## src/hw/rtl/bsc_pkg.sv

```systemverilog
package bsc_pkg;

    localparam int unsigned W = 32;

    localparam logic [2:0] REG_AC1_AC2 = 3'd0;
    localparam logic [2:0] REG_AC3_AC4 = 3'd1;
    localparam logic [2:0] REG_AC5_AC6 = 3'd2;
    localparam logic [2:0] REG_B1_B2   = 3'd3;
    localparam logic [2:0] REG_MC_MD   = 3'd4;
    localparam logic [2:0] REG_OSS     = 3'd5;

    localparam logic [1:0] OSS_RESET = 2'd3;

    localparam logic [W-1:0] K_4000  = 32'd4000;
    localparam logic [W-1:0] K_32768 = 32'd32768;
    localparam logic [W-1:0] K_50000 = 32'd50000;
    localparam logic [W-1:0] K_3038  = 32'd3038;
    localparam logic [W-1:0] K_M7357 = 32'hFFFF_E343;
    localparam logic [W-1:0] K_3791  = 32'd3791;

    localparam logic [5:0] T_SUB  = 6'd0;
    localparam logic [5:0] T_MUL  = 6'd1;
    localparam logic [5:0] T_SHR  = 6'd2;
    localparam logic [5:0] T_DEN  = 6'd3;
    localparam logic [5:0] T_DIV  = 6'd4;
    localparam logic [5:0] T_FIN  = 6'd5;
    localparam logic [5:0] P_B6   = 6'd6;
    localparam logic [5:0] P_SQM  = 6'd7;
    localparam logic [5:0] P_SQ   = 6'd8;
    localparam logic [5:0] P_X1M  = 6'd9;
    localparam logic [5:0] P_X1   = 6'd10;
    localparam logic [5:0] P_X2M  = 6'd11;
    localparam logic [5:0] P_X3   = 6'd12;
    localparam logic [5:0] P_B3A  = 6'd13;
    localparam logic [5:0] P_B3   = 6'd14;
    localparam logic [5:0] P_C1M  = 6'd15;
    localparam logic [5:0] P_C1   = 6'd16;
    localparam logic [5:0] P_C2M  = 6'd17;
    localparam logic [5:0] P_C3   = 6'd18;
    localparam logic [5:0] P_C4A  = 6'd19;
    localparam logic [5:0] P_C4M  = 6'd20;
    localparam logic [5:0] P_B4   = 6'd21;
    localparam logic [5:0] P_B7A  = 6'd22;
    localparam logic [5:0] P_B7M  = 6'd23;
    localparam logic [5:0] P_CHK  = 6'd24;
    localparam logic [5:0] P_DIV  = 6'd25;
    localparam logic [5:0] P_Q    = 6'd26;
    localparam logic [5:0] P_A    = 6'd27;
    localparam logic [5:0] P_AM   = 6'd28;
    localparam logic [5:0] P_AM2  = 6'd29;
    localparam logic [5:0] P_E1   = 6'd30;
    localparam logic [5:0] P_E2M  = 6'd31;
    localparam logic [5:0] P_E2   = 6'd32;
    localparam logic [5:0] P_FIN  = 6'd33;

    typedef struct packed {
        logic       load;
        logic       exec;
        logic [5:0] step;
        logic       div_start;
        logic       load_out;
        logic       err;
    } t_cmd;

    typedef struct packed {
        logic zero;
        logic div_done;
    } t_sts;

    function automatic logic [W-1:0] asr(input logic [W-1:0] v, input int unsigned s);
        logic signed [W-1:0] sv;
        sv = $signed(v);
        return W'(sv >>> s);
    endfunction

endpackage

```

## src/hw/rtl/bsc_div.sv

```systemverilog
module bsc_div (
    input  logic                 i_clk,
    input  logic                 i_rst_n,
    input  logic                 i_start,
    input  logic [bsc_pkg::W-1:0] i_dividend,
    input  logic [bsc_pkg::W-1:0] i_divisor,
    output logic [bsc_pkg::W-1:0] o_quot,
    output logic                 o_done
);
    import bsc_pkg::*;

    logic [W-1:0] r_q;
    logic [W-1:0] r_d;
    logic [W:0]   r_r;
    logic [5:0]   r_cnt;
    logic         r_busy;
    logic         r_done;
    logic [W:0]   n_r;
    logic         n_bit;

    // one quotient bit per cycle, restoring
    always_comb begin
        n_r   = {r_r[W-1:0], r_q[W-1]};
        n_bit = (n_r >= {1'b0, r_d});
        if (n_bit) begin
            n_r = n_r - {1'b0, r_d};
        end
    end

    always_ff @(posedge i_clk) begin
        if (!i_rst_n) begin
            r_busy <= 1'b0;
            r_done <= 1'b0;
            r_cnt  <= '0;
        end else begin
            r_done <= 1'b0;
            if (i_start) begin
                r_busy <= 1'b1;
                r_cnt  <= 6'(W);
            end else if (r_busy) begin
                r_cnt <= r_cnt - 6'd1;
                if (r_cnt == 6'd1) begin
                    r_busy <= 1'b0;
                    r_done <= 1'b1;
                end
            end
        end
    end

    always_ff @(posedge i_clk) begin
        if (i_start) begin
            r_q <= i_dividend;
            r_d <= i_divisor;
            r_r <= '0;
        end else if (r_busy) begin
            r_r <= n_r;
            r_q <= {r_q[W-2:0], n_bit};
        end
    end

    assign o_quot = r_q;
    assign o_done = r_done;

endmodule

```

## src/hw/rtl/bsc_datapath.sv

```systemverilog
module bsc_datapath (
    input  logic                  i_clk,
    input  logic                  i_rst_n,
    input  logic                  i_cfg_valid,
    input  logic [2:0]            i_cfg_index,
    input  logic [bsc_pkg::W-1:0] i_cfg_data,
    input  logic                  i_cmd_bit,
    input  logic [23:0]           i_raw,
    input  bsc_pkg::t_cmd         i_cmd,
    output bsc_pkg::t_sts         o_sts,
    output logic                  o_is_pressure,
    output logic [bsc_pkg::W-1:0] o_value,
    output logic                  o_div_error
);
    import bsc_pkg::*;

    logic [W-1:0] r_cal0, r_cal1, r_cal2, r_cal3, r_cal4;
    logic [1:0]   r_oss;
    logic [W-1:0] r_tf;
    logic         r_cmd;
    logic [23:0]  r_raw;
    logic [W-1:0] r_t, r_m, r_x1, r_sq, r_b6, r_b3, r_b4, r_up, r_p, r_res;
    logic         r_neg;
    logic         r_opress;
    logic [W-1:0] r_oval;
    logic         r_oerr;

    logic [W-1:0] ac1, ac2, ac3, ac4, ac5, ac6, b1, b2, mc, md;
    logic [W-1:0] mul_a, mul_b, prod;
    logic [W-1:0] den, mc_sh, dvd, dvs, quot, tq, b5, sum;
    logic         div_done;

    assign ac1 = W'($signed(r_cal0[31:16]));
    assign ac2 = W'($signed(r_cal0[15:0]));
    assign ac3 = W'($signed(r_cal1[31:16]));
    assign ac4 = {16'd0, r_cal1[15:0]};
    assign ac5 = {16'd0, r_cal2[31:16]};
    assign ac6 = {16'd0, r_cal2[15:0]};
    assign b1  = W'($signed(r_cal3[31:16]));
    assign b2  = W'($signed(r_cal3[15:0]));
    assign mc  = W'($signed(r_cal4[31:16]));
    assign md  = W'($signed(r_cal4[15:0]));

    assign den   = r_x1 + md;
    assign mc_sh = mc << 11;

    always_comb begin
        mul_a = r_t;
        mul_b = r_t;
        unique case (i_cmd.step)
            T_MUL: begin
                mul_b = ac5;
            end
            P_SQM: begin
                mul_a = r_b6;
                mul_b = r_b6;
            end
            P_X1M: begin
                mul_a = b2;
                mul_b = r_sq;
            end
            P_X2M: begin
                mul_a = ac2;
                mul_b = r_b6;
            end
            P_C1M: begin
                mul_a = ac3;
                mul_b = r_b6;
            end
            P_C2M: begin
                mul_a = b1;
                mul_b = r_sq;
            end
            P_C4M: begin
                mul_b = ac4;
            end
            P_B7M: begin
                mul_b = K_50000 >> r_oss;
            end
            P_AM2: begin
                mul_a = r_m;
                mul_b = K_3038;
            end
            P_E2M: begin
                mul_a = K_M7357;
                mul_b = r_p;
            end
            default: begin
                mul_a = r_t;
                mul_b = r_t;
            end
        endcase
    end

    assign prod = W'(mul_a * mul_b);

    // divider works on magnitudes; sign is fixed up afterwards for temperature
    always_comb begin
        if (r_cmd) begin
            dvd = r_m[W-1] ? r_m : (r_m << 1);
            dvs = r_b4;
        end else begin
            dvd = mc_sh[W-1] ? (~mc_sh + W'(1)) : mc_sh;
            dvs = r_t[W-1] ? (~r_t + W'(1)) : r_t;
        end
    end

    bsc_div u_div (
        .i_clk      (i_clk),
        .i_rst_n    (i_rst_n),
        .i_start    (i_cmd.div_start),
        .i_dividend (dvd),
        .i_divisor  (dvs),
        .o_quot     (quot),
        .o_done     (div_done)
    );

    assign tq  = r_neg ? (~quot + W'(1)) : quot;
    assign b5  = r_x1 + tq;
    assign sum = r_t + {{(W-2){1'b0}}, {2{r_t[W-1]}}};

    always_comb begin
        o_sts.div_done = div_done;
        o_sts.zero     = (i_cmd.step == T_DEN) ? (den == '0) : (r_b4 == '0);
    end

    always_ff @(posedge i_clk) begin
        if (!i_rst_n) begin
            r_cal0 <= '0;
            r_cal1 <= '0;
            r_cal2 <= '0;
            r_cal3 <= '0;
            r_cal4 <= '0;
            r_oss  <= OSS_RESET;
            r_tf   <= '0;
        end else begin
            if (i_cfg_valid) begin
                unique case (i_cfg_index)
                    REG_AC1_AC2: r_cal0 <= i_cfg_data;
                    REG_AC3_AC4: r_cal1 <= i_cfg_data;
                    REG_AC5_AC6: r_cal2 <= i_cfg_data;
                    REG_B1_B2:   r_cal3 <= i_cfg_data;
                    REG_MC_MD:   r_cal4 <= i_cfg_data;
                    REG_OSS:     r_oss  <= i_cfg_data[1:0];
                    default: begin
                    end
                endcase
            end
            if (i_cmd.exec && i_cmd.step == T_FIN) begin
                r_tf <= b5;
            end
        end
    end

    always_ff @(posedge i_clk) begin
        if (i_cmd.load) begin
            r_cmd <= i_cmd_bit;
            r_raw <= i_raw;
        end
        if (i_cmd.exec) begin
            unique case (i_cmd.step)
                T_SUB: r_t  <= {16'd0, r_raw[15:0]} - ac6;
                T_SHR: r_x1 <= asr(r_m, 15);
                T_DEN: r_t  <= den;
                T_DIV: r_neg <= mc_sh[W-1] ^ r_t[W-1];
                T_FIN: r_res <= asr(b5 + W'(8), 4);
                P_B6: begin
                    r_b6 <= r_tf - K_4000;
                    r_up <= {8'd0, r_raw} >> (4'd8 - {2'd0, r_oss});
                end
                P_SQ:  r_sq <= asr(r_m, 12);
                P_X1:  r_x1 <= asr(r_m, 11);
                P_X3:  r_t  <= r_x1 + asr(r_m, 11);
                P_B3A: r_t  <= (((ac1 << 2) + r_t) << r_oss) + W'(2);
                P_B3:  r_b3 <= asr(sum, 2);
                P_C1:  r_x1 <= asr(r_m, 13);
                P_C3:  r_t  <= asr(r_x1 + asr(r_m, 16) + W'(2), 2);
                P_C4A: r_t  <= r_t + K_32768;
                P_B4:  r_b4 <= r_m >> 15;
                P_B7A: r_t  <= r_up - r_b3;
                P_Q:   r_p  <= r_m[W-1] ? (quot << 1) : quot;
                P_A:   r_t  <= asr(r_p, 8);
                P_E1:  r_x1 <= asr(r_m, 16);
                P_E2:  r_t  <= r_x1 + asr(r_m, 16) + K_3791;
                P_FIN: r_res <= r_p + asr(r_t, 4);
                T_MUL, P_SQM, P_X1M, P_X2M, P_C1M, P_C2M, P_C4M, P_B7M,
                P_AM, P_AM2, P_E2M: r_m <= prod;
                default: begin
                end
            endcase
        end
        if (i_cmd.load_out) begin
            r_opress <= r_cmd;
            r_oval   <= i_cmd.err ? '0 : r_res;
            r_oerr   <= i_cmd.err;
        end
    end

    assign o_is_pressure = r_opress;
    assign o_value       = r_oval;
    assign o_div_error   = r_oerr;

endmodule

```

## src/hw/rtl/bsc_ctrl.sv

```systemverilog
module bsc_ctrl (
    input  logic          i_clk,
    input  logic          i_rst_n,
    input  logic          i_in_valid,
    input  logic          i_in_cmd,
    output logic          o_in_ready,
    input  logic          i_out_ready,
    output logic          o_out_valid,
    input  bsc_pkg::t_sts i_sts,
    output bsc_pkg::t_cmd o_cmd
);
    import bsc_pkg::*;

    localparam logic [1:0] S_IDLE = 2'd0;
    localparam logic [1:0] S_RUN  = 2'd1;
    localparam logic [1:0] S_DIV  = 2'd2;
    localparam logic [1:0] S_OUT  = 2'd3;

    logic [1:0] r_state, n_state;
    logic [5:0] r_step, n_step;
    logic       r_err, n_err;
    logic       r_ovalid, n_ovalid;
    logic       accept, emit;

    assign accept = (r_state == S_IDLE) && i_in_valid;
    assign emit   = (r_state == S_OUT) && (!r_ovalid || i_out_ready);

    always_comb begin
        n_state  = r_state;
        n_step   = r_step;
        n_err    = r_err;
        n_ovalid = r_ovalid && !i_out_ready;
        unique case (r_state)
            S_IDLE: begin
                if (i_in_valid) begin
                    n_state = S_RUN;
                    n_step  = i_in_cmd ? P_B6 : T_SUB;
                    n_err   = 1'b0;
                end
            end
            S_RUN: begin
                if (r_step == T_DIV || r_step == P_DIV) begin
                    n_state = S_DIV;
                end else if ((r_step == T_DEN || r_step == P_CHK) && i_sts.zero) begin
                    n_err   = 1'b1;
                    n_state = S_OUT;
                end else if (r_step == T_FIN || r_step == P_FIN) begin
                    n_state = S_OUT;
                end else begin
                    n_step = r_step + 6'd1;
                end
            end
            S_DIV: begin
                if (i_sts.div_done) begin
                    n_state = S_RUN;
                    n_step  = r_step + 6'd1;
                end
            end
            S_OUT: begin
                if (emit) begin
                    n_ovalid = 1'b1;
                    n_state  = S_IDLE;
                end
            end
            default: begin
                n_state = S_IDLE;
            end
        endcase
    end

    always_ff @(posedge i_clk) begin
        if (!i_rst_n) begin
            r_state  <= S_IDLE;
            r_step   <= T_SUB;
            r_err    <= 1'b0;
            r_ovalid <= 1'b0;
        end else begin
            r_state  <= n_state;
            r_step   <= n_step;
            r_err    <= n_err;
            r_ovalid <= n_ovalid;
        end
    end

    always_comb begin
        o_cmd.load      = accept;
        o_cmd.exec      = (r_state == S_RUN);
        o_cmd.step      = r_step;
        o_cmd.div_start = (r_state == S_RUN) && (r_step == T_DIV || r_step == P_DIV);
        o_cmd.load_out  = emit;
        o_cmd.err       = r_err;
    end

    assign o_in_ready  = (r_state == S_IDLE);
    assign o_out_valid = r_ovalid;

endmodule

```

## src/hw/rtl/barometric_sensor_compensation.sv

```systemverilog
// Compensates raw sensor words: tuser 0 is a raw temperature word (16 bits used),
// tuser 1 a raw pressure word. One item is worked on at a time, the work mostly in the
// bit-serial divider, the rest single steps through one shared 32x32 multiplier.
// A result waits in an output register while the next item is computed. The
// temperature factor kept from the last good temperature item feeds pressure items.
// Calibration writes go through the cfg channel (index 0..5); the user must write
// them only while the block is idle, which the block itself does not enforce.
module barometric_sensor_compensation (
    input  logic        i_clk,
    input  logic        i_rst_n,
    input  logic        i_cfg_valid,
    output logic        o_cfg_ready,
    input  logic [2:0]  i_cfg_index,
    input  logic [31:0] i_cfg_data,
    input  logic        i_s_axis_tvalid,
    output logic        o_s_axis_tready,
    input  logic [23:0] i_s_axis_tdata,  // raw_word
    input  logic        i_s_axis_tuser,  // cmd
    output logic        o_m_axis_tvalid,
    input  logic        i_m_axis_tready,
    output logic [39:0] o_m_axis_tdata,  // value[31:0], div_error[32], zeros
    output logic        o_m_axis_tuser   // is_pressure
);
    import bsc_pkg::*;

    t_cmd        cmd;
    t_sts        sts;
    logic [31:0] value;
    logic        div_error;

    bsc_ctrl u_ctrl (
        .i_clk       (i_clk),
        .i_rst_n     (i_rst_n),
        .i_in_valid  (i_s_axis_tvalid),
        .i_in_cmd    (i_s_axis_tuser),
        .o_in_ready  (o_s_axis_tready),
        .i_out_ready (i_m_axis_tready),
        .o_out_valid (o_m_axis_tvalid),
        .i_sts       (sts),
        .o_cmd       (cmd)
    );

    bsc_datapath u_dp (
        .i_clk         (i_clk),
        .i_rst_n       (i_rst_n),
        .i_cfg_valid   (i_cfg_valid),
        .i_cfg_index   (i_cfg_index),
        .i_cfg_data    (i_cfg_data),
        .i_cmd_bit     (i_s_axis_tuser),
        .i_raw         (i_s_axis_tdata),
        .i_cmd         (cmd),
        .o_sts         (sts),
        .o_is_pressure (o_m_axis_tuser),
        .o_value       (value),
        .o_div_error   (div_error)
    );

    assign o_cfg_ready    = 1'b1;
    assign o_m_axis_tdata = {7'd0, div_error, value};

`ifndef SYNTHESIS
    a_busy_after_accept: assert property (@(posedge i_clk) disable iff (!i_rst_n)
        i_s_axis_tvalid && o_s_axis_tready |=> !o_s_axis_tready)
        else $error("input taken while busy");

    a_err_zero: assert property (@(posedge i_clk) disable iff (!i_rst_n)
        o_m_axis_tvalid && o_m_axis_tdata[32] |-> o_m_axis_tdata[31:0] == 32'd0)
        else $error("error item with nonzero value");

    a_result_from_work: assert property (@(posedge i_clk) disable iff (!i_rst_n)
        $rose(o_m_axis_tvalid) |-> !$past(o_s_axis_tready))
        else $error("result without work");
`endif

endmodule
```

## config.mk

```make
export PLATFORM = sky130hd
export DESIGN_NAME = barometric_sensor_compensation
export DESIGN_NICKNAME = d
export VERILOG_FILES = /design/src/hw/rtl/bsc_pkg.sv /design/src/hw/rtl/bsc_div.sv /design/src/hw/rtl/bsc_datapath.sv /design/src/hw/rtl/bsc_ctrl.sv /design/src/hw/rtl/barometric_sensor_compensation.sv
export SDC_FILE = /design/constraint.sdc
export NUM_CORES = 2
export LEC_CHECK = 0
export BUFFER_PORTS_ARGS = -buffer_cell sky130_fd_sc_hd__buf_4
export CORE_MARGIN = 2
export CORE_UTILIZATION = 30
export CTS_CLUSTER_SIZE = 28
export DETAILED_ROUTE_END_ITERATION = 7
export SLEW_MARGIN = 10
export SYNTH_ARGS = -nofsm -noshare
export SYNTH_HDL_FRONTEND = slang
export SYNTH_SLANG_ARGS = --single-unit
```

## constraint.sdc

```tcl
create_clock -name i_clk -period 16.75 [get_ports i_clk]
set_input_delay 0.8375 -clock i_clk [delete_from_list [all_inputs] [get_ports i_clk]]
set_output_delay 0.8375 -clock i_clk [all_outputs]
set_load 0.01 [all_outputs]
```

## Yosys cells after proc, flatten, opt, wreduce, memory -nomap -nowiden

Index checks and enable logic that the tools add are counted.

| storage, ports and cells | value |
|---|---|
| output and inout bits | 44 |
| flip-flop bits (word level) | 659 |

| operators by class | value |
|---|---|
| equality and inequality tests | 50 |
| reduce and logical (&&, ||, !) cells | 48 |
| order comparisons | 1 |
| muxes and demuxes | 42 |
| add/subtract/negate cells | 22 |
| bitwise logic cells | 7 |
| shift-type cells | 3 |
| multipliers | 1 |

Operators with widths:

| operator | count |
|---|---|
| 32-bit one-hot mux with 7 select lines | 2 |
| 32-bit one-hot mux with 9 select lines | 1 |
| 32-bit two-way mux | 8 |
| 32-bit adder | 6 |
| 32-bit one-hot mux with 4 select lines | 1 |
| 32-bit by 1-bit adder with 32-bit output (second input constant) | 3 |
| 6-bit by 5-bit == test with 1-bit output (second input constant) | 16 |
| 32-bit inverter | 3 |
| 32-bit by 2-bit adder with 32-bit output (second input constant) | 2 |
| 32-bit zero test | 2 |
| 32-bit one-hot mux with 2 select lines | 1 |
| 32-bit subtractor | 2 |
| 6-bit by 4-bit == test with 1-bit output (second input constant) | 8 |
| 6-bit two-way mux | 7 |
| 33-bit by 32-bit greater-or-equal comparator with 1-bit output | 1 |
| 32-bit by 12-bit adder with 32-bit output (second input constant) | 1 |
| 32-bit by 16-bit adder with 32-bit output (second input constant) | 1 |
| 32-bit by 2-bit adder with 32-bit output | 1 |
| 32-bit by 4-bit adder with 32-bit output (second input constant) | 1 |
| 32-bit by 32-bit multiplier with 32-bit output | 1 |
| 2-bit AND reduction | 16 |
| 32-bit by 2-bit << shifter with 32-bit output | 1 |
| 16-bit by 2-bit right shift with 32-bit output (first input constant) | 1 |
| 24-bit by 4-bit right shift with 32-bit output | 1 |
| other kinds (42) | 87 |

## Longest topological paths before layout

| logic depth | value |
|---|---|
| depth in word-level cells | 7 |
| mapped depth | 44 |

## Modules after synthesis

A second synthesis with hierarchy kept.

| second synthesis, totals | value |
|---|---|
| cells, all modules | 6975 |
| area total of the unflattened synthesis | 61755.5 µm² |

By module, submodules not included:

| module | area an instance (µm²) | cells each | times used | sequential area each (µm²) |
|---|---|---|---|---|
| bsc_datapath | 55024.0 | 6315 | 1 | 13853.3 |
| bsc_div | 5810.6 | 553 | 1 | 2722.6 |
| bsc_ctrl | 845.8 | 96 | 1 | 200.2 |
| barometric_sensor_compensation | 75.1 | 11 | 1 | 0.0 |

## Worst setup path after synthesis

OpenSTA, ideal clock, no wires.

| path | value |
|---|---|
| path type | register to register |
| start point | register u_ctrl.r_step[1] |
| end point | register u_dp.r_m[30], data pin |
| data required time | 16.492 ns |
| setup time | 0.258 ns |
| arrival time | 10.136 ns |
| cell stages (with the launch flop) | 44 |
| clock period less this slack | 10.394 ns |
| setup slack | 6.356 ns |
| cells stage by stage | dfxtp_1 > inv_1 > ha_1 > clkbuf_1 > and2_1 > buf_2 > or4_1 > buf_2 > or4_1 > buf_6 > buf_4 > nor2_1 > a21o_1 > clkbuf_1 > clkbuf_1 > nor2_1 > fa_1 > inv_1 > [8 not listed] > fa_1 > inv_1 > fa_1 > inv_1 > ha_1 > a21o_1 > a221oi_1 > a21bo_2 > a21oi_1 > o21ai_0 > o41a_1 > nand4_1 > a31oi_1 > a41oi_1 > a21oi_1 > a21o_1 > a21oi_1 > xnor2_1 |

| between the ends | value |
|---|---|
| cells in the longest elaborated chain, start to end | 4 |
| elaborated cells between the ends (all ways) | 15 |
| classes of those cells | mul (1); eq/ne (10); mux (2); reduce/logical (2) |

RTL lines:

| what | RTL line | text |
|---|---|---|
| from (decl) | bsc_ctrl.sv:20 | `logic [5:0] r_step, n_step;` |
| from (signal assigned) | bsc_ctrl.sv:79 | `r_step <= n_step;` |
| 6-bit by 3-bit == test with 1-bit output (tied with other cells) | bsc_datapath.sv:50 | `unique case (i_cmd.step)` |
| 3-bit OR reduction (no line) or 2-bit OR reduction (tied branches) | -- |  |
| 32-bit one-hot mux with 7 select lines | bsc_datapath.sv:50 |  |
| 32-bit by 32-bit multiplier with 32-bit output (*) | bsc_datapath.sv:95 | `assign prod = W'(mul_a * mul_b);` |
| via u_dp.prod[30] | bsc_datapath.sv:29 | `logic [W-1:0] mul_a, mul_b, prod;` |
| to (signal assigned) | bsc_datapath.sv:187 | `P_AM, P_AM2, P_E2M: r_m <= prod;` |
| to (decl) | bsc_datapath.sv:22 | `logic [W-1:0] r_t, r_m, r_x1, r_sq, r_b6, r_b3, r_b4, r_up, r_p, r_res;` |

Mark *: on every way through the listed nets, which the timed path passes. The rest lies on a longest branch.
A chain may end at the register's enable or synchronous reset.

## Worst setup path in the final report

| path | value |
|---|---|
| start point | register u_ctrl.r_step[5] |
| end point | register u_dp.r_m[30], data pin |

Same word-level chain as after synthesis.

==> metrics.csv <==
stage,metric,value,unit
synth,post_synth_inst_count,6896,
synth,ys_seq_area_share,27.90,%
timing,tightestPinTransition,1.305,ns
floorplan,row_count,164,
route,drt-initial-drc-count,6677,
floorplan,fp.dieArea,0.2040,mm2
timing,slew_headroom,12.65,%
global_route,number_of_global_route_vias_before_repair,52140,
timing,timing.final.hold_violations,0,
placed_design,place_hpwl,193300,um
floorplan,core_area,0.1995,mm2
timing,rsz0062_at_grt,false,
timing,report.final.slew_viol_count,0,
route,num_vias,53730,
route,wire_per_inst,26.22,um
cells_and_area,post_route_cells_drive_above_1_share,8.709,%
worst_hold_path,hold_path.class,input pin to flip-flop,
synth,library_cell_occupying_the_most_area_in_the_post_synthesis_netlist,sky130_fd_sc_hd__edfxtp_1,
setup_path,critPathLaunch,u_ctrl.r_step[5]$_SDFFE_PN0P_,
timing,finalSetupViolations,0,
run,cap_violations,0,
synth,synthTopCellsByArea,"sky130_fd_sc_hd__edfxtp_1 20%, sky130_fd_sc_hd__fa_1 14%, sky130_fd_sc_hd__dfxtp_1 8.1%",
clock_tree,cts_hold_buffers,0,
outcome,failed_checks,DRC,
clock_tree,tritoncts,built,
timing,achievable-frequency,0.08294,GHz
worst_hold_path,timing.hold.worst.start,i_s_axis_tdata[2],
global_route,grt_overflow,0,
cells_and_area,p_r_area_growth_vs_syn,10.99,%
synth,number_of_warnings_reported_in_the_yosys_synthesis_log,0,
clock_tree,numCtsBuffers,77,
synth,synthMostInstantiatedCell,sky130_fd_sc_hd__nand2_1,
synth,syn_std_cell_area,0.06012,mm2
route,wl_final,252300,um
clock_tree,clock_tree.root_cell,sky130_fd_sc_hd__clkbuf_16,
global_route,global_route_wire_length_before_repair,361600,um
floorplan,initial_utilization,30.14,%
setup_path,worst-endpoint-arrival,12.50,ns
synth,dominantRegCellSynth,sky130_fd_sc_hd__edfxtp_1,
synth,asyncSetResetFlopFracSynth,0,%
clock_tree,worst_setup_hold_path_clk_slew,0.06,ns
synth,synth-edff-count,396,
setup_path,critical_path.startpoint_type,flip-flop,
synth,post-synth-top-area-fraction,19.78,%
cells_and_area,finalNetCount,7753,
clock_tree,cts.repair.resized,0,
synth,ys_ff_latch,640,
clock_tree,cts-htree-levels,3,
route,final_antenna_net_count,0,
synth,syn-mean-instance-area,8.718,um2
setup_path,critical_path.max_stage_delay,0.94,ns
placed_design,io_port_bufs,100,
placed_design,gp_routability_congestion,1.010,
synth,synth.lib_cells_used.distinct,101,
global_route,grt_max_degree,91,
floorplan,die_y,451.7,um
route,route.detailed.drc,1,
global_route,grt_usage,24.08,%
floorplan,chipWidth,451.7,um
timing,min_tclk_post_route,12.06,ns
clock_tree,cts_sinks,640,
timing,fin_worst_skew,0.04035,ns
outcome,run_status,"finished, violations left",
setup_path,timing.critical_path.required,17.20,ns
setup_path,slowest_stage,sky130_fd_sc_hd__or4_2,
global_route,grt_antenna_before_repair,30,
setup_path,cp_max_fo,52,
route,firstDrtPassIters,8,
timing,setup_total_negative_slack,0,ns
setup_path,critPathKind,flip-flop to flip-flop,
clock_tree,post-cts-setup-buffer-count,0,
setup_path,reg2reg_launch_point,u_ctrl.r_step[5]$_SDFFE_PN0P_,
clock_tree,insertion_delay,0.70,ns
synth,synth.top_cells.by_count,"887 x sky130_fd_sc_hd__nand2_1, 634 x sky130_fd_sc_hd__nor2_1, 627 x sky130_fd_sc_hd__inv_1",
clock_tree,clock_path_buffers,3,
floorplan,io_pins,109,
setup_path,endpoint_kind,flip-flop,
route,post_drt_via_cell_ratio,5.586,
timing,timing.final.crit_share,71.98,%
timing,fin_hold_ws,0.3144,ns
routing by layer:
layer	global-route usage [%]	share of wire, %	up-vias
met4	13.74	6.8	14
met5	0	0.040	-
met1	31.40	40	26520
met2	36.68	43	2654
met3	5.352	9.5	688
li1	-	-	23860
final cells by class:
type	instances	area [um2]
Clock inverter	51	530.5
Multi-Input combinational cell	5296	39820
Clock buffer	90	2007
Sequential cell	640	16780
Inverter	628	2362
Timing Repair Buffer	253	1899
Tap cell	2656	3323
Antenna cell	6	15.01
Fill cell	20600	132700
critical path: cells and delay by family, from the launching register on:
family | cells | cell delay (ns)
adder cells (fa/ha/maj) | 9 | 4.14
AO/OA/AOI/OAI | 12 | 2.76
AND/OR/NAND/NOR | 7 | 2.41
buffers and inverters | 10 | 1.52
flip-flops | 1 | 0.81
XOR/XNOR | 1 | 0.09
path summary, 6_finish.rpt:
kind	endpoint	slack, ns	cells after the start
setup reg to reg	u_dp.r_m[30]$_DFFE_PP_	4.69	39
setup / recovery	u_dp.r_m[30]$_DFFE_PP_	4.69	39
hold / removal	u_dp.r_raw[2]$_DFFE_PP_	0.31	1
hold reg to reg	u_dp.r_b6[1]$_DFFE_PP_	0.44	0
sequential cells by signal, indices dropped and copies added (netlist names), 30 cells and up:
name               cells
u_dp.r_b3             30
u_dp.r_res            32
u_dp.r_b6             32
u_dp.r_cal3           32
u_dp.u_div.r_d        32
u_dp.o_value          32
u_dp.r_cal0           32
u_dp.r_m              32
u_dp.r_tf             32
u_dp.u_div.o_quot     32
u_dp.r_t              32
u_dp.r_cal2           32
u_dp.u_div.r_r        32
u_dp.r_cal4           32
u_dp.r_p              32
u_dp.r_cal1           32
cells in the final DEF, fill, tap and decap left out, drive strengths merged, types with 76 or more instances in the layout:
master | synthesis | final
inv | 627 | 635
nand2b | 98 | 98
o21ai | 331 | 331
edfxtp | 396 | 396
nand3 | 105 | 105
clkbuf | 288 | 90
nor3 | 105 | 105
xnor2 | 302 | 302
nand2 | 887 | 887
nor2 | 637 | 637
buf | 54 | 253
nor2b | 77 | 77
a21o | 98 | 98
xor2 | 195 | 195
ha | 375 | 375
dfxtp | 244 | 244
or3 | 76 | 76
fa | 417 | 417
a21oi | 475 | 475
kinds of logic (layout without fill, tap and decap cells):
logic type	Yosys count	after routing	share of synthesized area [%]
buffers and inverters	970	1022	6.175
and+or+nand+nor	2328	2328	17.85
adders and majority gates	792	792	21.69
xor gates and xnor gates	499	499	7.340
other	2	18	0.01249
AOI/OAI and AO/OA	1526	1526	16.42
DFF	640	640	27.90
muxes	139	139	2.610
per-stage QoR:
step                util, %  area (um2)  instances  setup slack [ns]
detailed placement    32.18       64180       9473             4.873
finish                33.46       66730       9620             4.693
CTS                   33.45       66710       9614             4.810
global placement      32.18       64180       9473             4.953
floorplan                 -       60160       6906             6.356
global route          33.45       66720       9615             4.246
Power is left out: the tool's default activity adds up to more than one toggle a clock period on the data nets, which glitch-free logic cannot reach.
